`src/sv/crc16fc_pkg.sv`:
```
// shared constants, status codes and interface structs of the crc16 frame checker
package crc16fc_pkg;

    localparam int MAX_PAYLOAD   = 36;
    localparam int HEAD_LEN      = 9;
    localparam int TRAIL_LEN     = 4;
    localparam int MIN_FRAME     = 13;
    localparam int FRAME_MAX     = MIN_FRAME + MAX_PAYLOAD;
    localparam int CRC_START_POS = 6;
    localparam int POS_W         = $clog2(FRAME_MAX + 1);
    localparam int ADDR_W        = (MAX_PAYLOAD > 1) ? $clog2(MAX_PAYLOAD) : 1;
    localparam int REQ_LEN_W     = 6;
    localparam int CFG_IDX_W     = 4;
    localparam int BIT_CNT_W     = 4;
    localparam int CNT_W         = 16;
    localparam int LEN_W         = 16;

    localparam logic [15:0] CRC_POLY = 16'h1021;
    localparam logic [15:0] CRC_INIT = 16'hFFFF;
    localparam logic [7:0]  HEAD0    = 8'hF9;
    localparam logic [7:0]  HEAD1    = 8'h26;
    localparam logic [7:0]  TAIL0    = 8'h62;
    localparam logic [7:0]  TAIL1    = 8'h9F;

    localparam logic [CFG_IDX_W-1:0] REG_FRAME_VERSION   = 4'd0;
    localparam logic [CFG_IDX_W-1:0] REG_TARGET_ID       = 4'd1;
    localparam logic [CFG_IDX_W-1:0] REG_REQUEST_COMMAND = 4'd2;
    localparam logic [CFG_IDX_W-1:0] REG_REQUEST_LENGTH  = 4'd3;

    typedef enum logic [2:0] {
        ST_OK,
        ST_HEAD,
        ST_LENGTH,
        ST_TAIL,
        ST_CRC,
        ST_NOT_REQ,
        ST_OVERSIZE
    } status_t;

    typedef struct packed {
        logic       clear;
        logic       start;
        logic [7:0] data;
    } crc_ctrl_t;

    typedef struct packed {
        logic        busy;
        logic        last_step;
        logic [15:0] value;
    } crc_stat_t;

    typedef struct packed {
        logic              wr_en;
        logic [ADDR_W-1:0] wr_addr;
        logic [7:0]        wr_data;
        logic              rd_en;
        logic [ADDR_W-1:0] rd_addr;
    } pbuf_req_t;

endpackage

```
`src/sv/crc16fc_crc_serial.sv`:
```
// bit-serial crc-16 update unit, one message bit per cycle
module crc16fc_crc_serial
    import crc16fc_pkg::*;
(
    input  logic      clk,
    input  logic      rst_n,
    input  crc_ctrl_t ctrl,
    output crc_stat_t stat
);

    logic [15:0]          crc_reg;
    logic [15:0]          crc_next;
    logic [7:0]           data_reg;
    logic [7:0]           data_next;
    logic [BIT_CNT_W-1:0] cnt_reg;
    logic [BIT_CNT_W-1:0] cnt_next;
    logic                 feedback;
    logic [15:0]          shifted;

    always_comb
    begin
        feedback  = crc_reg[15] ^ data_reg[7];
        shifted   = {crc_reg[14:0], 1'b0} ^ (feedback ? CRC_POLY : 16'h0000);
        crc_next  = crc_reg;
        data_next = data_reg;
        cnt_next  = cnt_reg;
        if (ctrl.clear)
        begin
            crc_next = CRC_INIT;
            cnt_next = '0;
        end
        else if (ctrl.start)
        begin
            data_next = ctrl.data;
            cnt_next  = BIT_CNT_W'(8);
        end
        else if (cnt_reg != '0)
        begin
            crc_next  = shifted;
            data_next = {data_reg[6:0], 1'b0};
            cnt_next  = cnt_reg - BIT_CNT_W'(1);
        end
    end

    always_ff @(posedge clk or negedge rst_n)
    begin
        if (!rst_n)
        begin
            crc_reg  <= CRC_INIT;
            cnt_reg  <= '0;
            data_reg <= '0;
        end
        else
        begin
            crc_reg  <= crc_next;
            cnt_reg  <= cnt_next;
            data_reg <= data_next;
        end
    end

    assign stat.busy      = (cnt_reg != '0);
    assign stat.last_step = (cnt_reg == BIT_CNT_W'(1));
    assign stat.value     = crc_reg;

endmodule

```
`src/sv/crc16fc_payload_buf.sv`:
```
// payload byte store with one write port and a registered read port
module crc16fc_payload_buf
    import crc16fc_pkg::*;
(
    input  logic       clk,
    input  pbuf_req_t  req,
    output logic [7:0] rd_data
);

    logic [7:0] mem [MAX_PAYLOAD];
    logic [7:0] rd_data_reg;

    always_ff @(posedge clk)
    begin
        if (req.wr_en)
        begin
            mem[req.wr_addr] <= req.wr_data;
        end
        if (req.rd_en)
        begin
            rd_data_reg <= mem[req.rd_addr];
        end
    end

    assign rd_data = rd_data_reg;

endmodule

```
`src/sv/crc16_frame_checker_core.sv`:
```
// top level of the crc16 frame checker: byte sequencer, verdict logic and counters
//
// usage: received bytes enter on the s_axis channel, one byte per transaction, with
// s_axis_tlast on the final byte of a buffer. each buffer is checked as one frame
// (head F9 26, header, little-endian length, payload, crc-16/ccitt-false, tail 62 9F).
// at the end of a buffer one verdict transaction leaves on m_axis (tuser 0); on an ok
// verdict the stored payload bytes follow (tuser 1), tlast on the final item.
// registers are written over the cfg channel (always ready), by the user only while
// the block is idle; the block itself does not enforce this. a byte at position 6
// up to the size limit is accepted, then stepped through the bit-serial crc unit,
// one step per bit; other bytes are only accepted. the last byte of a buffer passes
// S_EVAL before the verdict, each payload byte a store read and an output state.
// s_axis_tready is low while a byte or a buffer's results are in progress; a stalled
// m_axis receiver holds the current item and the block waits.
// reset clears position, crc, header, tail, counters and registers to their defaults;
// the payload store keeps no reset value.
module crc16_frame_checker_core
    import crc16fc_pkg::*;
(
    input  logic                 clk,
    input  logic                 rst_n,
    input  logic                 s_axis_tvalid,
    output logic                 s_axis_tready,
    input  logic [7:0]           s_axis_tdata,  // [7:0] rx_byte
    input  logic                 s_axis_tlast,
    output logic                 m_axis_tvalid,
    input  logic                 m_axis_tready,
    // [2:0] status, [10:3] sequence_res, [18:11] command, [34:19] payload_length,
    // [42:35] payload_byte, [58:43] good_frames, [74:59] error_frames,
    // [90:75] crc_errors, [106:91] length_errors, [111:107] zero
    output logic [111:0]         m_axis_tdata,
    output logic                 m_axis_tuser,  // [0] item_kind
    output logic                 m_axis_tlast,
    input  logic                 cfg_valid,
    output logic                 cfg_ready,
    input  logic [CFG_IDX_W-1:0] cfg_index,
    input  logic [7:0]           cfg_data
);

    typedef enum logic [2:0] {
        S_IDLE,
        S_CRC,
        S_EVAL,
        S_VERDICT,
        S_PAY_RD,
        S_PAY_OUT
    } state_t;

    state_t                 state_reg, state_next;
    logic [POS_W-1:0]       pos_reg, pos_next;
    logic [7:0]             header_reg [HEAD_LEN];
    logic [7:0]             header_next [HEAD_LEN];
    logic [7:0]             trailer_reg [TRAIL_LEN];
    logic [7:0]             trailer_next [TRAIL_LEN];
    logic                   oversize_reg, oversize_next;
    logic                   eob_reg, eob_next;
    logic [7:0]             version_reg, version_next;
    logic [7:0]             target_reg, target_next;
    logic [7:0]             command_reg, command_next;
    logic [REQ_LEN_W-1:0]   req_len_reg, req_len_next;
    logic [CNT_W-1:0]       good_reg, good_next;
    logic [CNT_W-1:0]       err_reg, err_next;
    logic [CNT_W-1:0]       crcerr_reg, crcerr_next;
    logic [CNT_W-1:0]       lenerr_reg, lenerr_next;
    logic                   out_valid_reg, out_valid_next;
    logic                   out_kind_reg, out_kind_next;
    status_t                out_status_reg, out_status_next;
    logic [7:0]             out_seq_reg, out_seq_next;
    logic [7:0]             out_cmd_reg, out_cmd_next;
    logic [LEN_W-1:0]       out_len_reg, out_len_next;
    logic                   out_last_reg, out_last_next;
    logic [ADDR_W-1:0]      idx_reg, idx_next;

    crc_ctrl_t              crc_ctrl;
    crc_stat_t              crc_stat;
    pbuf_req_t              pbuf_req;
    logic [7:0]             pbuf_rd_data;

    logic                   in_fire;
    logic [LEN_W-1:0]       rx_len;
    logic [POS_W-1:0]       pay_off;
    logic [ADDR_W:0]        idx_plus;
    status_t                verdict;

    crc16fc_crc_serial u_crc (
        .clk  (clk),
        .rst_n(rst_n),
        .ctrl (crc_ctrl),
        .stat (crc_stat)
    );

    crc16fc_payload_buf u_pbuf (
        .clk    (clk),
        .req    (pbuf_req),
        .rd_data(pbuf_rd_data)
    );

    assign s_axis_tready = (state_reg == S_IDLE);
    assign cfg_ready     = 1'b1;
    assign in_fire       = s_axis_tvalid && s_axis_tready;
    assign rx_len        = {header_reg[8], header_reg[7]};
    assign pay_off       = pos_reg - POS_W'(HEAD_LEN);
    assign idx_plus      = {1'b0, idx_reg} + {{ADDR_W{1'b0}}, 1'b1};

    // frame verdict from the collected header, tail and crc and the request registers
    always_comb
    begin
        if (oversize_reg)
        begin
            verdict = ST_OVERSIZE;
        end
        else if (pos_reg < POS_W'(MIN_FRAME) || header_reg[0] != HEAD0
                 || header_reg[1] != HEAD1)
        begin
            verdict = ST_HEAD;
        end
        else if (rx_len > LEN_W'(MAX_PAYLOAD)
                 || ({1'b0, rx_len} + (LEN_W+1)'(MIN_FRAME))
                    != (LEN_W+1)'(pos_reg))
        begin
            verdict = ST_LENGTH;
        end
        else if (trailer_reg[2] != TAIL0 || trailer_reg[3] != TAIL1)
        begin
            verdict = ST_TAIL;
        end
        else if ({trailer_reg[1], trailer_reg[0]} != crc_stat.value)
        begin
            verdict = ST_CRC;
        end
        else if (header_reg[2] != version_reg || header_reg[3] != target_reg
                 || header_reg[4] != command_reg
                 || rx_len != {{(LEN_W-REQ_LEN_W){1'b0}}, req_len_reg})
        begin
            verdict = ST_NOT_REQ;
        end
        else
        begin
            verdict = ST_OK;
        end
    end

    always_comb
    begin
        state_next      = state_reg;
        pos_next        = pos_reg;
        header_next     = header_reg;
        trailer_next    = trailer_reg;
        oversize_next   = oversize_reg;
        eob_next        = eob_reg;
        version_next    = version_reg;
        target_next     = target_reg;
        command_next    = command_reg;
        req_len_next    = req_len_reg;
        good_next       = good_reg;
        err_next        = err_reg;
        crcerr_next     = crcerr_reg;
        lenerr_next     = lenerr_reg;
        out_valid_next  = out_valid_reg;
        out_kind_next   = out_kind_reg;
        out_status_next = out_status_reg;
        out_seq_next    = out_seq_reg;
        out_cmd_next    = out_cmd_reg;
        out_len_next    = out_len_reg;
        out_last_next   = out_last_reg;
        idx_next        = idx_reg;
        crc_ctrl        = '0;
        pbuf_req        = '0;
        pbuf_req.wr_addr = pay_off[ADDR_W-1:0];
        pbuf_req.wr_data = s_axis_tdata;
        pbuf_req.rd_addr = idx_reg;

        if (cfg_valid && cfg_ready)
        begin
            case (cfg_index)
                REG_FRAME_VERSION:   version_next = cfg_data;
                REG_TARGET_ID:       target_next  = cfg_data;
                REG_REQUEST_COMMAND: command_next = cfg_data;
                REG_REQUEST_LENGTH:  req_len_next = cfg_data[REQ_LEN_W-1:0];
                default:             ;
            endcase
        end

        case (state_reg)
            S_IDLE:
            begin
                if (in_fire)
                begin
                    eob_next   = s_axis_tlast;
                    state_next = s_axis_tlast ? S_EVAL : S_IDLE;
                    if (pos_reg >= POS_W'(FRAME_MAX))
                    begin
                        oversize_next = 1'b1;
                    end
                    else
                    begin
                        for (int i = 0; i < HEAD_LEN; i++)
                        begin
                            if (pos_reg == POS_W'(i))
                            begin
                                header_next[i] = s_axis_tdata;
                            end
                        end
                        pbuf_req.wr_en = (pos_reg >= POS_W'(HEAD_LEN))
                                         && (pay_off < POS_W'(MAX_PAYLOAD));
                        // oldest tail byte leaves the window into the crc
                        if (pos_reg >= POS_W'(CRC_START_POS))
                        begin
                            crc_ctrl.start = 1'b1;
                            crc_ctrl.data  = trailer_reg[0];
                            state_next     = S_CRC;
                        end
                        for (int i = 0; i < TRAIL_LEN - 1; i++)
                        begin
                            trailer_next[i] = trailer_reg[i+1];
                        end
                        trailer_next[TRAIL_LEN-1] = s_axis_tdata;
                        pos_next = pos_reg + POS_W'(1);
                    end
                end
            end

            S_CRC:
            begin
                if (crc_stat.last_step)
                begin
                    state_next = eob_reg ? S_EVAL : S_IDLE;
                end
            end

            S_EVAL:
            begin
                out_status_next = verdict;
                out_kind_next   = 1'b0;
                out_valid_next  = 1'b1;
                idx_next        = '0;
                if (verdict == ST_OVERSIZE || verdict == ST_HEAD)
                begin
                    out_seq_next = '0;
                    out_cmd_next = '0;
                    out_len_next = '0;
                end
                else
                begin
                    out_seq_next = header_reg[6];
                    out_cmd_next = header_reg[4];
                    out_len_next = rx_len;
                end
                out_last_next = !(verdict == ST_OK && rx_len != '0);
                case (verdict)
                    ST_OK, ST_NOT_REQ:
                        good_next = good_reg + CNT_W'(1);
                    ST_LENGTH:
                    begin
                        err_next    = err_reg + CNT_W'(1);
                        lenerr_next = lenerr_reg + CNT_W'(1);
                    end
                    ST_CRC:
                    begin
                        err_next    = err_reg + CNT_W'(1);
                        crcerr_next = crcerr_reg + CNT_W'(1);
                    end
                    default:
                        err_next = err_reg + CNT_W'(1);
                endcase
                // buffer state returns to its start values, payload store stays
                pos_next       = '0;
                oversize_next  = 1'b0;
                crc_ctrl.clear = 1'b1;
                for (int i = 0; i < HEAD_LEN; i++)
                begin
                    header_next[i] = '0;
                end
                for (int i = 0; i < TRAIL_LEN; i++)
                begin
                    trailer_next[i] = '0;
                end
                state_next = S_VERDICT;
            end

            S_VERDICT:
            begin
                if (m_axis_tready)
                begin
                    out_valid_next = 1'b0;
                    state_next = (out_status_reg == ST_OK && !out_last_reg) ? S_PAY_RD
                                                                            : S_IDLE;
                end
            end

            S_PAY_RD:
            begin
                pbuf_req.rd_en = 1'b1;
                out_kind_next  = 1'b1;
                out_last_next  = (idx_plus == out_len_reg[ADDR_W:0]);
                out_valid_next = 1'b1;
                state_next     = S_PAY_OUT;
            end

            S_PAY_OUT:
            begin
                if (m_axis_tready)
                begin
                    out_valid_next = 1'b0;
                    idx_next       = idx_plus[ADDR_W-1:0];
                    state_next     = out_last_reg ? S_IDLE : S_PAY_RD;
                end
            end

            default:
            begin
                state_next = S_IDLE;
            end
        endcase
    end

    always_ff @(posedge clk or negedge rst_n)
    begin
        if (!rst_n)
        begin
            state_reg     <= S_IDLE;
            pos_reg       <= '0;
            oversize_reg  <= 1'b0;
            eob_reg       <= 1'b0;
            version_reg   <= 8'd1;
            target_reg    <= 8'd0;
            command_reg   <= 8'd0;
            req_len_reg   <= REQ_LEN_W'(28);
            good_reg      <= '0;
            err_reg       <= '0;
            crcerr_reg    <= '0;
            lenerr_reg    <= '0;
            out_valid_reg <= 1'b0;
            out_kind_reg  <= 1'b0;
            out_last_reg  <= 1'b0;
            idx_reg       <= '0;
            for (int i = 0; i < HEAD_LEN; i++)
            begin
                header_reg[i] <= '0;
            end
            for (int i = 0; i < TRAIL_LEN; i++)
            begin
                trailer_reg[i] <= '0;
            end
        end
        else
        begin
            state_reg     <= state_next;
            pos_reg       <= pos_next;
            header_reg    <= header_next;
            trailer_reg   <= trailer_next;
            oversize_reg  <= oversize_next;
            eob_reg       <= eob_next;
            version_reg   <= version_next;
            target_reg    <= target_next;
            command_reg   <= command_next;
            req_len_reg   <= req_len_next;
            good_reg      <= good_next;
            err_reg       <= err_next;
            crcerr_reg    <= crcerr_next;
            lenerr_reg    <= lenerr_next;
            out_valid_reg <= out_valid_next;
            out_kind_reg  <= out_kind_next;
            out_last_reg  <= out_last_next;
            idx_reg       <= idx_next;
        end
    end

    // result payload, no reset needed
    always_ff @(posedge clk)
    begin
        out_status_reg <= out_status_next;
        out_seq_reg    <= out_seq_next;
        out_cmd_reg    <= out_cmd_next;
        out_len_reg    <= out_len_next;
    end

    assign m_axis_tvalid = out_valid_reg;
    assign m_axis_tuser  = out_kind_reg;
    assign m_axis_tlast  = out_last_reg;
    assign m_axis_tdata  = {5'b00000, lenerr_reg, crcerr_reg, err_reg, good_reg,
                            (out_kind_reg ? pbuf_rd_data : 8'h00),
                            out_len_reg, out_cmd_reg, out_seq_reg, out_status_reg};

`ifndef SYNTHESIS
    a_busy_blocks_input: assert property (@(posedge clk) disable iff (!rst_n)
        crc_stat.busy |-> !s_axis_tready)
        else $error("input ready while crc unit is busy");

    a_no_overlap: assert property (@(posedge clk) disable iff (!rst_n)
        s_axis_tready |-> !m_axis_tvalid)
        else $error("input ready while a result is pending");

    a_reject_is_last: assert property (@(posedge clk) disable iff (!rst_n)
        (m_axis_tvalid && !m_axis_tuser && m_axis_tdata[2:0] != ST_OK) |-> m_axis_tlast)
        else $error("rejected verdict not marked last");

    a_payload_after_ok: assert property (@(posedge clk) disable iff (!rst_n)
        (m_axis_tvalid && m_axis_tuser) |-> (out_status_reg == ST_OK))
        else $error("payload item for a frame that is not ok");

    a_gap_after_last: assert property (@(posedge clk) disable iff (!rst_n)
        (m_axis_tvalid && m_axis_tready && m_axis_tlast) |=> !m_axis_tvalid)
        else $error("result shown after the final item of a buffer");
`endif

endmodule

```
`config.mk`:
```
export PLATFORM = sky130hd
export DESIGN_NAME = crc16_frame_checker_core
export DESIGN_NICKNAME = d
export VERILOG_FILES = /design/src/sv/crc16fc_pkg.sv /design/src/sv/crc16fc_crc_serial.sv /design/src/sv/crc16fc_payload_buf.sv /design/src/sv/crc16_frame_checker_core.sv
export SDC_FILE = /design/constraint.sdc
export NUM_CORES = 1
export LEC_CHECK = 0
export BUFFER_PORTS_ARGS = -buffer_cell sky130_fd_sc_hd__buf_2
export CAP_MARGIN = 20
export CORE_MARGIN = 2
export CORE_UTILIZATION = 45
export DETAILED_ROUTE_END_ITERATION = 16
export GPL_ROUTABILITY_DRIVEN = 1
export PLACE_DENSITY_LB_ADDON = 0.12
export SKIP_CTS_REPAIR_TIMING = 1
export SLEW_MARGIN = 0
export SYNTH_ARGS = -nofsm -noshare
export SYNTH_HDL_FRONTEND = slang
export SYNTH_SLANG_ARGS = --single-unit
export TNS_END_PERCENT = 30
```
`constraint.sdc`:
```
create_clock -name clk -period 7.8 [get_ports clk]
set_clock_uncertainty 0.05 [all_clocks]
set_input_delay 0.78 -clock clk [delete_from_list [all_inputs] [get_ports clk]]
set_output_delay 0.78 -clock clk [all_outputs]
set_load 0.05 [all_outputs]
```
# Yosys cells after proc, flatten, opt, wreduce, memory -nomap -nowiden

Memories as Yosys holds them, arrays and structs flattened. A register that Yosys moved wholly into a read port is not among the register bits.
Index checks and enable logic that the tools add are counted.

Register bits: 273
RAM bits: 288
Input port bits: 26
Output and inout bits: 117
Word-level logic and storage cells: 224
Memories: 1

Add/subtract/negate cells: 9
$lt $le $gt $ge: 6
Eq/ne operators: 49
Muxes and demuxes: 65
Bitwise operators: 4
Reduce and logical (&&, ||, !) cells: 55

Memory list:

| memory     | words | width | rd ports | clocked after Yosys merged registers in | wr ports | line                      | source |
|---|---|---|---|---|---|---|---|
| u_pbuf.mem | 36    | 8     | 1        | 1                                       | 1        | crc16fc_payload_buf.sv:10 | `logic [7:0] mem [MAX_PAYLOAD];` |

Operator list:

| kind                    | number |
|---|---|
| $mux W72                | 2 |
| $pmux W72 S2            | 1 |
| $mux W8                 | 12 |
| $add A16 B1 Y16 const B | 4 |
| $mux W32                | 2 |
| $pmux W32 S2            | 1 |
| $mux W16                | 3 |
| $mux W3                 | 12 |
| $mux W9                 | 4 |
| $reduce_and A4 Y1       | 9 |
| $reduce_and A2 Y1       | 13 |
| $eq A6 B3 Y1 const B    | 4 |
| $ne A2 B1 Y1 const B    | 12 |
| $ne A8 B8 Y1            | 3 |
| $pmux W6 S2             | 2 |
| $mux W6                 | 3 |
| $pmux W3 S6             | 1 |
| $add A16 B4 Y17 const B | 1 |
| $ne A17 B6 Y1           | 1 |
| $gt A16 B6 Y1 const B   | 1 |
| $ne A16 B16 Y1          | 1 |
| $ne A16 B6 Y1           | 1 |
| $ne A8 B8 Y1 const B    | 2 |
| $reduce_bool A16 Y1     | 1 |
| 40 further kinds        | 92 |

# Logic depth before layout (Yosys ltp)

Gate-level depths: netlist of run 1.

Word-level depth: 14
Mapped depth: 13

# Modules after synthesis

Synthesis of run 1 repeated with hierarchy kept, for this count alone.

Cell total of the unflattened synthesis: 1717
Area total of the unflattened synthesis: 24701.2 µm²

By module, submodules not included:

| module                   | times used | cells an instance | area each (µm²) | sequential area each (µm²) |
|---|---|---|---|---|
| crc16fc_payload_buf      | 1          | 634               | 11802.6         | 8888.5 |
| crc16_frame_checker_core | 1          | 994               | 11654.9         | 6311.1 |
| crc16fc_crc_serial       | 1          | 89                | 1243.7          | 720.7 |

# Worst setup path after synthesis of run 1

No wires, ideal clock.

Kind: register -> register
From: register pos_reg[0]
To: memory u_pbuf.mem[16][0] (enable)
Setup time: 370 ps
Data arrival time: 2781 ps
Slack: 4598 ps
Cell stages (with the launch flop): 12
Path buffers: 2
Cell sequence: dfrtp_1 -> clkbuf_1 -> inv_1 -> ha_1 -> buf_2 -> o21a_1 -> a2bb2oi_1 -> o221a_2 -> a2111oi_0 -> and2_1 -> nand3_1 -> nor2_1

Cells in the longest elaborated chain, start to end: 8

Ends and longest elaborated chain:

| element                       | line                            | source |
|---|---|---|
| from (decl)                   | crc16_frame_checker_core.sv:50  | `logic [POS_W-1:0] pos_reg, pos_next;` |
| from (signal assigned)        | crc16_frame_checker_core.sv:349 | `pos_reg <= pos_next;` |
| $sub A6 B4 Y6                 | crc16_frame_checker_core.sv:102 | `assign pay_off = pos_reg - POS_W'(HEAD_LEN);` |
| $lt A6 B6 Y1                  | crc16_frame_checker_core.sv:205 | `&& (pay_off < POS_W'(MAX_PAYLOAD));` |
| $logic_and A1 B1 Y1           | crc16_frame_checker_core.sv:205 |  |
| $mux W1                       | crc16_frame_checker_core.sv:191 | `if (pos_reg >= POS_W'(FRAME_MAX))` |
| $mux W1                       | crc16_frame_checker_core.sv:187 | `if (in_fire)` |
| $mux W1                       | crc16_frame_checker_core.sv:184 | `case (state_reg)` |
| $mux W1                       | crc16fc_payload_buf.sv:15       | `if (req.wr_en)` |
| $mux W1 (not written as such) | crc16fc_payload_buf.sv:17       | `mem[req.wr_addr] <= req.wr_data;` |
| to (decl)                     | crc16fc_payload_buf.sv:10       |  |

Several ways; a longest one is shown, not always the timed one.

# Worst setup path after layout of run 1

From: register pos_reg[0]
To: memory u_pbuf.mem[16][4] (enable)

The elaborated chain is that of the path after synthesis.

==> impl_metrics.xml, run 1 <==
<?xml version="1.0" encoding="UTF-8"?>
<metrics>
  <group name="clock_tree">
    <metric name="cts_tree" unit="">done</metric>
    <metric name="cts.sink_count" unit="">569</metric>
    <metric name="clock_latency" unit="ps">620</metric>
    <metric name="htree_levels" unit="">2</metric>
    <metric name="path_clk_slew" unit="ps">60</metric>
    <metric name="cts_max_path_buffers" unit="">3</metric>
    <metric name="root_buffer" unit="">clkbuf_16</metric>
    <metric name="tritoncts.num_buffers" unit="">59</metric>
  </group>
  <group name="route">
    <metric name="first_iteration_detailed_routing_drc_count" unit="">1258</metric>
    <metric name="vias_per_cell" unit="">5.69</metric>
    <metric name="drt-pass1-iter-count" unit="">6</metric>
    <metric name="vias" unit="">13900</metric>
    <metric name="totalWireLength" unit="mm">59.0</metric>
    <metric name="wl_per_cell" unit="um">24.2</metric>
    <metric name="ant_nets" unit="">0</metric>
    <metric name="number_of_remaining_drc_errors" unit="">0</metric>
  </group>
  <group name="cells_and_area">
    <metric name="synthToLayoutAreaGrowth" unit="%">14.3</metric>
    <metric name="multi_input_area" unit="sq um">7630</metric>
    <metric name="layout.nets" unit="">1740</metric>
    <metric name="finish.cell_count_without_fillers" unit="">2439</metric>
    <metric name="layout.area.seq" unit="sq um">15900</metric>
    <metric name="largest_register_ffs" unit="">288</metric>
    <metric name="n_fill_cell" unit="">4333</metric>
    <metric name="n_antenna_cell" unit="">0</metric>
    <metric name="layout-drive-gt1-share" unit="%">27.1</metric>
  </group>
  <group name="die">
    <metric name="core_area" unit="sq um">52700</metric>
    <metric name="initial_core_util" unit="%">45.5</metric>
    <metric name="die_height" unit="um">235</metric>
    <metric name="num_rows" unit="">84</metric>
    <metric name="io-pin-count" unit="">143</metric>
    <metric name="die_area" unit="sq um">55100</metric>
    <metric name="die_x" unit="um">235</metric>
  </group>
  <group name="synthesis">
    <metric name="biggest_area_consumer_among_synthesized_cells" unit="">edfxtp_1</metric>
    <metric name="synth.top_cells.by_area" unit="">edfxtp_1, dfrtp_1, mux4_2</metric>
    <metric name="yosysTopAreaCellShare" unit="%">41.5</metric>
    <metric name="postSynthRegisterBits" unit="">569</metric>
    <metric name="syn-mean-instance-area" unit="sq um">15.4</metric>
    <metric name="yosysMostFrequentCell" unit="">edfxtp_1</metric>
    <metric name="synthCells" unit="">1558</metric>
    <metric name="synth-async-reset-ratio" unit="%">41.8</metric>
    <metric name="synth_enable_flop_cells" unit="">331</metric>
    <metric name="synth.yosys.seq_area_share" unit="%">66.4</metric>
    <metric name="yosys_warnings" unit="">0</metric>
    <metric name="dominantRegCellSynth" unit="">edfxtp_1</metric>
    <metric name="post_synth_most_frequent_cells" unit="">edfxtp_1, dfrtp_1, mux2_2, nor2_1, mux4_2</metric>
    <metric name="mappedNetlistArea" unit="sq um">24000</metric>
    <metric name="synth_cell_type_count" unit="">67</metric>
  </group>
  <group name="placement">
    <metric name="io_buffer_count" unit="">136</metric>
    <metric name="dpl_worst_slack" unit="ps">3930</metric>
    <metric name="gp_congestion" unit="">0.850</metric>
    <metric name="placedCellCount" unit="">2325</metric>
    <metric name="place.detailed.hpwl" unit="mm">38.8</metric>
  </group>
  <group name="global_routing">
    <metric name="antenna_found_initial" unit="">1</metric>
    <metric name="grt.busiest_layer" unit="">met2</metric>
    <metric name="gr-usage-all-layers" unit="%">21.6</metric>
    <metric name="grt_overflow_total" unit="">0</metric>
    <metric name="grt_pass1_wl" unit="mm">90.5</metric>
    <metric name="met1_usage" unit="%">31.9</metric>
    <metric name="global_route.usage.met2" unit="%">32.0</metric>
    <metric name="grtUsageMet3" unit="%">5.13</metric>
    <metric name="first_global_vias" unit="">13900</metric>
    <metric name="maximum_number_of_pins_on_one_net_before_global_route_repair" unit="">107</metric>
  </group>
  <group name="sta">
    <metric name="relSlewSlack" unit="%">25.0</metric>
    <metric name="final.period_utilization" unit="%">49.8</metric>
    <metric name="final_count_of_pins_violating_max_slew" unit="">0</metric>
    <metric name="slew_at_the_pin_with_the_worst_max_slew_slack" unit="ps">1130</metric>
    <metric name="finalSetupTns" unit="ps">0</metric>
    <metric name="grt_setup_unrepaired" unit="">no</metric>
    <metric name="min_period" unit="ps">3890</metric>
    <metric name="finalHoldViolCount" unit="">0</metric>
    <metric name="worst_slack" unit="ps">3910</metric>
    <metric name="fmax" unit="MHz">257</metric>
    <metric name="setup_viol_count_final" unit="">0</metric>
  </group>
  <group name="worst_setup_path">
    <metric name="maximum_fanout_encountered_on_the_critical_timing_path" unit="">12</metric>
    <metric name="worst_path_largest_cell_delay" unit="ps">670</metric>
    <metric name="number_of_buffers_and_inverters_on_the_critical_path" unit="">1</metric>
    <metric name="timing.critical_path.cells" unit="">inv_1, ha_1, o21a_1, a2bb2oi_1, o221a_2, a2111oi_0, and2_1, nand3_1, nor2_1</metric>
    <metric name="critical_path_arrival" unit="ps">4090</metric>
    <metric name="cp.required" unit="ps">8000</metric>
    <metric name="critical_path.startpoint_type" unit="">register</metric>
    <metric name="cpLargestDelayFamily" unit="">simple AND/OR/NAND/NOR gates</metric>
    <metric name="timing.critical_path.to_type" unit="">register</metric>
    <metric name="critPathKind" unit="">reg2reg</metric>
    <metric name="timing.critical_path.slowest_stage_cell" unit="">nor2_1</metric>
  </group>
  <group name="pwr">
    <metric name="powerDensity" unit="nW/um^2">315</metric>
    <metric name="p_leak" unit="nW">10.3</metric>
    <metric name="power.ir.vdd_worst" unit="V">0.000201</metric>
  </group>
  <group name="run_status">
    <metric name="status" unit="">finished, final reports clean</metric>
  </group>
  <group name="run">
    <metric name="cap_violations" unit="">0</metric>
  </group>
  <group name="worst_hold_path">
    <metric name="hp_class" unit="">in2async</metric>
  </group>
</metrics>
[through the flow]
stage          hold slack [ps]  power, mW  cell area [sq um]  utilization (%)
5_1_grt                    188       9.02              27400             52.0
4_1_cts                    162       8.69              27400             52.0
6_report                   130       8.62              27400             52.0
3_5_place_dp               411       5.77              25400             48.2
2_1_floorplan              400       5.24              24000                -
3_3_place_gp               405       5.74              25400             48.2
[where the power goes]
part	internal, mW	switching (mW)	total [mW]	leakage (nW)
combinational	0.689	1.04	1.73	3.32
sequential	3.63	0.357	3.99	6.04
clock	1.73	1.18	2.91	0.976
total	6.05	2.57	8.62	10.3
[placed cells by master, fill, tap and decap left out, drive strengths merged, types with 9 or more instances in the layout]
| cell | n |
|---|---|
| a21oi | 19 |
| a22o | 34 |
| and2 | 54 |
| and3 | 12 |
| buf | 160 |
| bufinv | 9 |
| clkbuf | 75 |
| clkinv | 20 |
| dfrtp | 218 |
| dfstp | 20 |
| edfxtp | 331 |
| ha | 14 |
| inv | 28 |
| mux2 | 96 |
| mux2i | 15 |
| mux4 | 88 |
| nand2 | 75 |
| nand3 | 30 |
| nand4 | 33 |
| nor2 | 95 |
| nor3 | 27 |
| nor4 | 18 |
| o21ai | 41 |
| o22a | 14 |
| xnor2 | 70 |
| xor2 | 64 |
[kinds of logic (layout without fill, tap and decap cells)]
family / Yosys count / count (layout) / synth area share [%]
XOR/XNOR: 134 / 134 / 4.90
other: 2 / 6 / 0.0313
buffers and inverters: 108 / 297 / 1.87
adder cells (fa/ha/maj): 14 / 14 / 0.731
AO/OA/AOI/OAI: 149 / 149 / 4.34
multiplexers: 199 / 199 / 13.4
flip-flops: 569 / 569 / 66.4
AND/OR/NAND/NOR: 383 / 383 / 8.31
[worst paths after layout]
path	from	to	slack (ps)	depth (start not counted)
setup / recovery	pos_reg[0]	u_pbuf.mem[16][4]	3910	9
hold / removal	rst_n	header_reg[33]	130	1
setup reg to reg	pos_reg[0]	u_pbuf.mem[16][4]	3910	9
hold reg to reg	good_reg[15]	good_reg[15]	410	1
max in group asynchronous	rst_n	m_axis_tvalid	6100	2
min in group clk	cfg_data[7]	target_reg[7]	390	2
[layout make-up]
type | instances | share of cell area, %
clock buffer | 75 | 5.76
tap | 688 | 3.14
timing repair buffer | 160 | 3.20
inverter | 25 | 0.343
clock inverter | 37 | 1.56
sequential | 569 | 58.1
multi-input combinational | 885 | 27.9
[metal layers]
| layer | up-vias | wire length, um |
|---|---|---|
| met5 | - | 13 |
| met4 | 2 | 1390 |
| met3 | 92 | 4080 |
| met2 | 450 | 26700 |
| met1 | 7193 | 26800 |
| li1 | 6139 | - |
Power figures use the tool's default switching activity.
==> inputs of run 2 (changes only) <==
clock period = 3.45 ns   (was 7.8 ns; I/O delays follow)
==> run 2 against run 1 <==
- combinational power is 130% higher
- first-iteration DRC count is 25% lower
- clock power is 130% higher
- hold slack worse by 120 ps
- register-to-register slack worse by 3600 ps
- global-route usage is 0.72 points lower
- largest cell class unchanged
==> impl_metrics.xml, run 2 (synthesis gave the netlist of run 1 again) <==
<?xml version="1.0" encoding="UTF-8"?>
<metrics>
  <group name="run_status">
    <metric name="status" unit="">finished, final reports clean</metric>
  </group>
  <group name="worst_hold_path">
    <metric name="hp_class" unit="">in2reg</metric>
  </group>
  <group name="placement">
    <metric name="gp_congestion" unit="">0.839</metric>
    <metric name="io_buffer_count" unit="">136</metric>
    <metric name="place.detailed.hpwl" unit="mm">38.5</metric>
  </group>
  <group name="worst_setup_path">
    <metric name="timing.critical_path.to_type" unit="">register</metric>
    <metric name="worst_path_largest_cell_delay" unit="ps">520</metric>
    <metric name="cp_common_cell" unit="">buf_4</metric>
    <metric name="timing.critical_path.cells" unit="">inv_1, ha_1, xnor2_1, and4_1, o2111ai_1, buf_4, or4_1, buf_4, nor4_1, xor2_1</metric>
    <metric name="timing.critical_path.slowest_stage_cell" unit="">or4_1</metric>
    <metric name="critical_path.startpoint_type" unit="">register</metric>
    <metric name="maximum_fanout_encountered_on_the_critical_timing_path" unit="">16</metric>
    <metric name="critical_path_arrival" unit="ps">3650</metric>
    <metric name="cp.required" unit="ps">3940</metric>
    <metric name="cpLargestDelayFamily" unit="">simple AND/OR/NAND/NOR gates</metric>
    <metric name="critPathKind" unit="">reg2reg</metric>
    <metric name="number_of_buffers_and_inverters_on_the_critical_path" unit="">3</metric>
  </group>
  <group name="cells_and_area">
    <metric name="highest_count_cells_in_the_layout_ignoring_fill_and_taps" unit="">edfxtp_1, dfrtp_1, buf_2, mux2_2, nor2_1</metric>
    <metric name="synthToLayoutAreaGrowth" unit="%">17.4</metric>
    <metric name="layout.nets" unit="">1813</metric>
    <metric name="largest_register_ffs" unit="">288</metric>
    <metric name="n_antenna_cell" unit="">0</metric>
    <metric name="layout.cells.most_common" unit="">edfxtp_1</metric>
    <metric name="layout-drive-gt1-share" unit="%">29.6</metric>
    <metric name="fin_util" unit="%">53.5</metric>
    <metric name="n_fill_cell" unit="">4359</metric>
  </group>
  <group name="die">
    <metric name="die_area" unit="sq um">55100</metric>
    <metric name="die_height" unit="um">235</metric>
    <metric name="core_area" unit="sq um">52700</metric>
    <metric name="die_x" unit="um">235</metric>
    <metric name="io-pin-count" unit="">143</metric>
    <metric name="initial_core_util" unit="%">45.5</metric>
    <metric name="num_rows" unit="">84</metric>
  </group>
  <group name="global_routing">
    <metric name="antenna_found_initial" unit="">3</metric>
    <metric name="gr-usage-all-layers" unit="%">20.9</metric>
    <metric name="grtUsageMet3" unit="%">3.34</metric>
    <metric name="maximum_number_of_pins_on_one_net_before_global_route_repair" unit="">87</metric>
    <metric name="grt_pass1_wl" unit="mm">88.7</metric>
    <metric name="grt_overflow_total" unit="">0</metric>
    <metric name="first_global_vias" unit="">14300</metric>
    <metric name="met1_usage" unit="%">30.5</metric>
    <metric name="grt.busiest_layer" unit="">met2</metric>
    <metric name="global_route.usage.met2" unit="%">33.0</metric>
  </group>
  <group name="route">
    <metric name="vias" unit="">13900</metric>
    <metric name="number_of_remaining_drc_errors" unit="">0</metric>
    <metric name="ant_nets" unit="">0</metric>
    <metric name="first_iteration_detailed_routing_drc_count" unit="">941</metric>
    <metric name="drt-pass1-iter-count" unit="">5</metric>
    <metric name="wl_per_cell" unit="um">22.6</metric>
    <metric name="vias_per_cell" unit="">5.53</metric>
    <metric name="totalWireLength" unit="mm">56.7</metric>
  </group>
  <group name="sta">
    <metric name="relSlewSlack" unit="%">36.8</metric>
    <metric name="setup_viol_count_final" unit="">0</metric>
    <metric name="final_count_of_pins_violating_max_slew" unit="">0</metric>
    <metric name="slew_at_the_pin_with_the_worst_max_slew_slack" unit="ps">947</metric>
    <metric name="final.period_utilization" unit="%">91.4</metric>
    <metric name="grt_setup_unrepaired" unit="">no</metric>
    <metric name="finalSetupTns" unit="ps">0</metric>
    <metric name="finalHoldViolCount" unit="">0</metric>
    <metric name="fmax" unit="MHz">317</metric>
    <metric name="min_period" unit="ps">3150</metric>
  </group>
  <group name="clock_tree">
    <metric name="cts_tree" unit="">done</metric>
    <metric name="htree_levels" unit="">2</metric>
    <metric name="tritoncts.num_buffers" unit="">59</metric>
    <metric name="clock_latency" unit="ps">610</metric>
    <metric name="root_buffer" unit="">clkbuf_16</metric>
    <metric name="cts_max_path_buffers" unit="">3</metric>
    <metric name="path_clk_slew" unit="ps">60</metric>
    <metric name="cts.sink_count" unit="">569</metric>
  </group>
  <group name="run">
    <metric name="cap_violations" unit="">0</metric>
  </group>
  <group name="pwr">
    <metric name="p_leak" unit="nW">10.8</metric>
    <metric name="powerDensity" unit="nW/um^2">704</metric>
    <metric name="power.ir.vdd_worst" unit="V">0.000430</metric>
  </group>
</metrics>
-- run 2: area by class of cell --
cell class	count	area [sq um]	share of cell area (%)
Sequential cell	569	15900	56.6
Multi-Input combinational cell	885	7630	27.1
Clock buffer	79	1660	5.91
Timing Repair Buffer	233	1540	5.48
Tap cell	688	861	3.06
Clock inverter	31	439	1.56
Inverter	25	93.8	0.333
-- run 2: path summary, 6_finish.rpt --
kind	end	slack [ps]	cells after the start	startpoint
worst max-delay path	crcerr_reg[12]	300	10	header_reg[8]
worst min-delay path	eob_reg	10	2	s_axis_tlast
min in group asynchronous	header_reg[32]	270	2	rst_n
max in group asynchronous	u_crc.crc_reg[14]	2140	3	rst_n
worst min register to register	good_reg[15]	420	1	good_reg[15]
worst max register to register	crcerr_reg[12]	300	10	header_reg[8]
-- run 2: layer usage --
layer	routed length, um	share of wire, %
met4	1020	1.8
met5	11	0.019
met1	26200	46
met3	2650	4.7
met2	26800	47
-- run 2: where the power goes --
group / switching, mW / internal, mW
clock network: 2.66 / 4.14
logic: 2.37 / 1.66
registers: 0.779 / 8.20
total: 5.82 / 14.0
-- run 2: through the flow --
step / cells / setup slack (ps) / area [sq um] / hold WS (ps) / power, mW
5_1_grt: 2510 / 86.8 / 28200 / 7.88 / 20.7
4_1_cts: 2501 / 249 / 28100 / -323 / 20.0
3_5_place_dp: 2391 / 242 / 26000 / 347 / 13.1
6_report: 2510 / 296 / 28200 / 14.7 / 19.8
3_3_place_gp: 2391 / 265 / 26000 / 338 / 13.1
2_1_floorplan: 1562 / 248 / 24000 / -0.591 / 11.8
==> inputs of run 3 (changes only) <==
==> constraint.sdc (replaced) <==
create_clock -name clk -period 3.45 [get_ports clk]
set_clock_uncertainty 0.05 [all_clocks]
set_input_delay 0.69 -clock clk [delete_from_list [all_inputs] [get_ports clk]]
set_output_delay 0.69 -clock clk [all_outputs]
set_load 0.05 [all_outputs]
==> run 3 against run 2 <==
- worst setup slack worse by 33 ps
- largest cell class unchanged
- routed wire length is 3.2% higher
- maximum frequency shrank 1.0%
==> impl_metrics.xml, run 3 (synthesis gave the netlist of run 1 again) <==
<?xml version="1.0" encoding="UTF-8"?>
<metrics>
  <group name="sta">
    <metric name="grt_setup_unrepaired" unit="">no</metric>
    <metric name="finalSetupTns" unit="ps">0</metric>
    <metric name="setup_viol_count_final" unit="">0</metric>
    <metric name="min_period" unit="ps">3190</metric>
    <metric name="final.period_utilization" unit="%">92.4</metric>
    <metric name="finalHoldViolCount" unit="">0</metric>
    <metric name="worst_slack" unit="ps">263</metric>
    <metric name="relSlewSlack" unit="%">34.7</metric>
    <metric name="slew_at_the_pin_with_the_worst_max_slew_slack" unit="ps">975</metric>
    <metric name="final_count_of_pins_violating_max_slew" unit="">0</metric>
    <metric name="fmax" unit="MHz">314</metric>
  </group>
  <group name="worst_setup_path">
    <metric name="maximum_fanout_encountered_on_the_critical_timing_path" unit="">16</metric>
    <metric name="r2r_setup_slack" unit="ps">260</metric>
    <metric name="critPathKind" unit="">reg2reg</metric>
    <metric name="timing.rr.start" unit="">pos_reg[0]</metric>
    <metric name="critical_path.startpoint_type" unit="">register</metric>
    <metric name="worst-r2r-cell-count" unit="">9</metric>
    <metric name="cp.depth" unit="">9</metric>
    <metric name="timing.critical_path.cells" unit="">inv_1, ha_1, nand3b_1, a211o_1, or4_1, or4_1, buf_4, nor4_1, xor2_1</metric>
    <metric name="cp.required" unit="ps">3950</metric>
    <metric name="cp_common_cell" unit="">or4_1</metric>
    <metric name="timing.critical_path.to_type" unit="">register</metric>
    <metric name="timing.critical_path.slowest_stage_cell" unit="">or4_1</metric>
    <metric name="cpLargestDelayFamily" unit="">simple AND/OR/NAND/NOR gates</metric>
    <metric name="critical_path_arrival" unit="ps">3690</metric>
    <metric name="worst_path_largest_cell_delay" unit="ps">550</metric>
    <metric name="number_of_buffers_and_inverters_on_the_critical_path" unit="">2</metric>
    <metric name="rr_endpoint" unit="">crcerr_reg[12]</metric>
  </group>
  <group name="run_status">
    <metric name="status" unit="">finished, final reports clean</metric>
  </group>
  <group name="route">
    <metric name="totalWireLength" unit="mm">58.5</metric>
    <metric name="first_iteration_detailed_routing_drc_count" unit="">939</metric>
    <metric name="wl_per_cell" unit="um">23.3</metric>
    <metric name="ant_nets" unit="">0</metric>
    <metric name="vias_per_cell" unit="">5.51</metric>
    <metric name="drt-pass1-iter-count" unit="">5</metric>
    <metric name="vias" unit="">13800</metric>
    <metric name="number_of_remaining_drc_errors" unit="">0</metric>
  </group>
  <group name="global_routing">
    <metric name="gr-usage-all-layers" unit="%">21.4</metric>
    <metric name="grt_overflow_total" unit="">0</metric>
    <metric name="maximum_number_of_pins_on_one_net_before_global_route_repair" unit="">83</metric>
    <metric name="grt_pass1_wl" unit="mm">89.4</metric>
    <metric name="first_global_vias" unit="">14000</metric>
    <metric name="antenna_found_initial" unit="">1</metric>
  </group>
  <group name="die">
    <metric name="die_height" unit="um">235</metric>
    <metric name="die_area" unit="sq um">55100</metric>
    <metric name="initial_core_util" unit="%">45.5</metric>
    <metric name="die_x" unit="um">235</metric>
    <metric name="io-pin-count" unit="">143</metric>
    <metric name="core_area" unit="sq um">52700</metric>
    <metric name="num_rows" unit="">84</metric>
  </group>
  <group name="worst_hold_path">
    <metric name="hp_class" unit="">in2async</metric>
  </group>
  <group name="clock_tree">
    <metric name="htree_levels" unit="">2</metric>
    <metric name="root_buffer" unit="">clkbuf_16</metric>
    <metric name="cts_tree" unit="">done</metric>
    <metric name="cts_max_path_buffers" unit="">3</metric>
    <metric name="cts.sink_count" unit="">569</metric>
    <metric name="tritoncts.num_buffers" unit="">59</metric>
    <metric name="path_clk_slew" unit="ps">60</metric>
    <metric name="clock_latency" unit="ps">630</metric>
  </group>
  <group name="pwr">
    <metric name="powerDensity" unit="nW/um^2">687</metric>
    <metric name="power.ir.vdd_worst" unit="V">0.000552</metric>
    <metric name="p_leak" unit="nW">10.7</metric>
  </group>
  <group name="placement">
    <metric name="dpl_worst_slack" unit="ps">260</metric>
    <metric name="io_buffer_count" unit="">136</metric>
    <metric name="gp_congestion" unit="">0.877</metric>
    <metric name="place.detailed.hpwl" unit="mm">39.4</metric>
  </group>
  <group name="cells_and_area">
    <metric name="synthToLayoutAreaGrowth" unit="%">16.3</metric>
    <metric name="largest_register_ffs" unit="">288</metric>
    <metric name="layout.cells.most_common" unit="">edfxtp_1</metric>
    <metric name="layout-drive-gt1-share" unit="%">29.8</metric>
    <metric name="highest_count_cells_in_the_layout_ignoring_fill_and_taps" unit="">edfxtp_1, dfrtp_1, buf_2, mux2_2, nor2_1</metric>
    <metric name="layout.nets" unit="">1814</metric>
  </group>
  <group name="run">
    <metric name="cap_violations" unit="">0</metric>
  </group>
</metrics>
## run 3: changes by cell type in the layout (fill, tap and decap cells not counted), sizes merged
| cell | previous run | this run |
|---|---|---|
| buf | 224 | 234 |
| bufinv | 10 | 3 |
| clkbuf | 79 | 72 |
| clkinv | 14 | 29 |
| diode | 0 | 1 |
| dlygate4sd3 | 9 | 0 |
| inv | 26 | 25 |
## run 3: how the worst max path moves through the flow
| stage | start | endpoint |
|---|---|---|
| finish | pos_reg[0] | crcerr_reg[12] |
| global route | header_reg[8] | crcerr_reg[12] |
| CTS | pos_reg[0] | crcerr_reg[12] |
| detailed placement | pos_reg[0] | crcerr_reg[12] |
| global placement | pos_reg[0] | crcerr_reg[15] |
| floorplan | pos_reg[0] | u_pbuf.mem[16][0] |
## run 3: where the power goes
part           total, mW  leakage [nW]  internal [mW]  switching (mW)
Sequential          8.98          6.04           8.20           0.775
Combinational       4.04          3.73           1.65            2.39
Clock               6.14         0.910           3.48            2.66
## run 3: final cells by class
| type | instances | area, sq um |
|---|---|---|
| fillers | 4357 | 24800 |
| multi-input cells | 885 | 7630 |
| repair buffers | 234 | 1510 |
| clock buffers | 72 | 1580 |
| flip-flops and latches | 569 | 15900 |
| diodes | 1 | 2.50 |
| well taps | 688 | 861 |
| clock inverters | 38 | 290 |
| inverters | 25 | 93.8 |
## run 3: worst register-to-register path: stages, from the launching register on
cell and delay (ps):
dfrtp_1 340, inv_1 90, ha_1 340, nand3b_1 220, a211o_1 390, or4_1 550, or4_1 470, buf_4 230
nor4_1 270, xor2_1 180
## run 3: per-stage QoR
stage	util (%)	cells	hold WS (ps)	total power, mW	instance area (sq um)
after floorplan	-	1562	344	11.8	24000
after global placement	49.4	2401	407	13.1	26000
after detailed placement	49.4	2401	414	13.2	26000
after CTS	53.0	2511	13.5	19.3	27900
after global routing	53.0	2511	33.6	20.1	27900
final	53.0	2512	3.46	19.2	27900
## run 3: routing by layer
layer	vias to the layer above	wire, um	track usage, %
li1	6280	-	-
met1	7169	26800	30.8
met2	318	27900	33.9
met3	64	2910	4.30
met4	2	889	4.51
met5	-	13	0
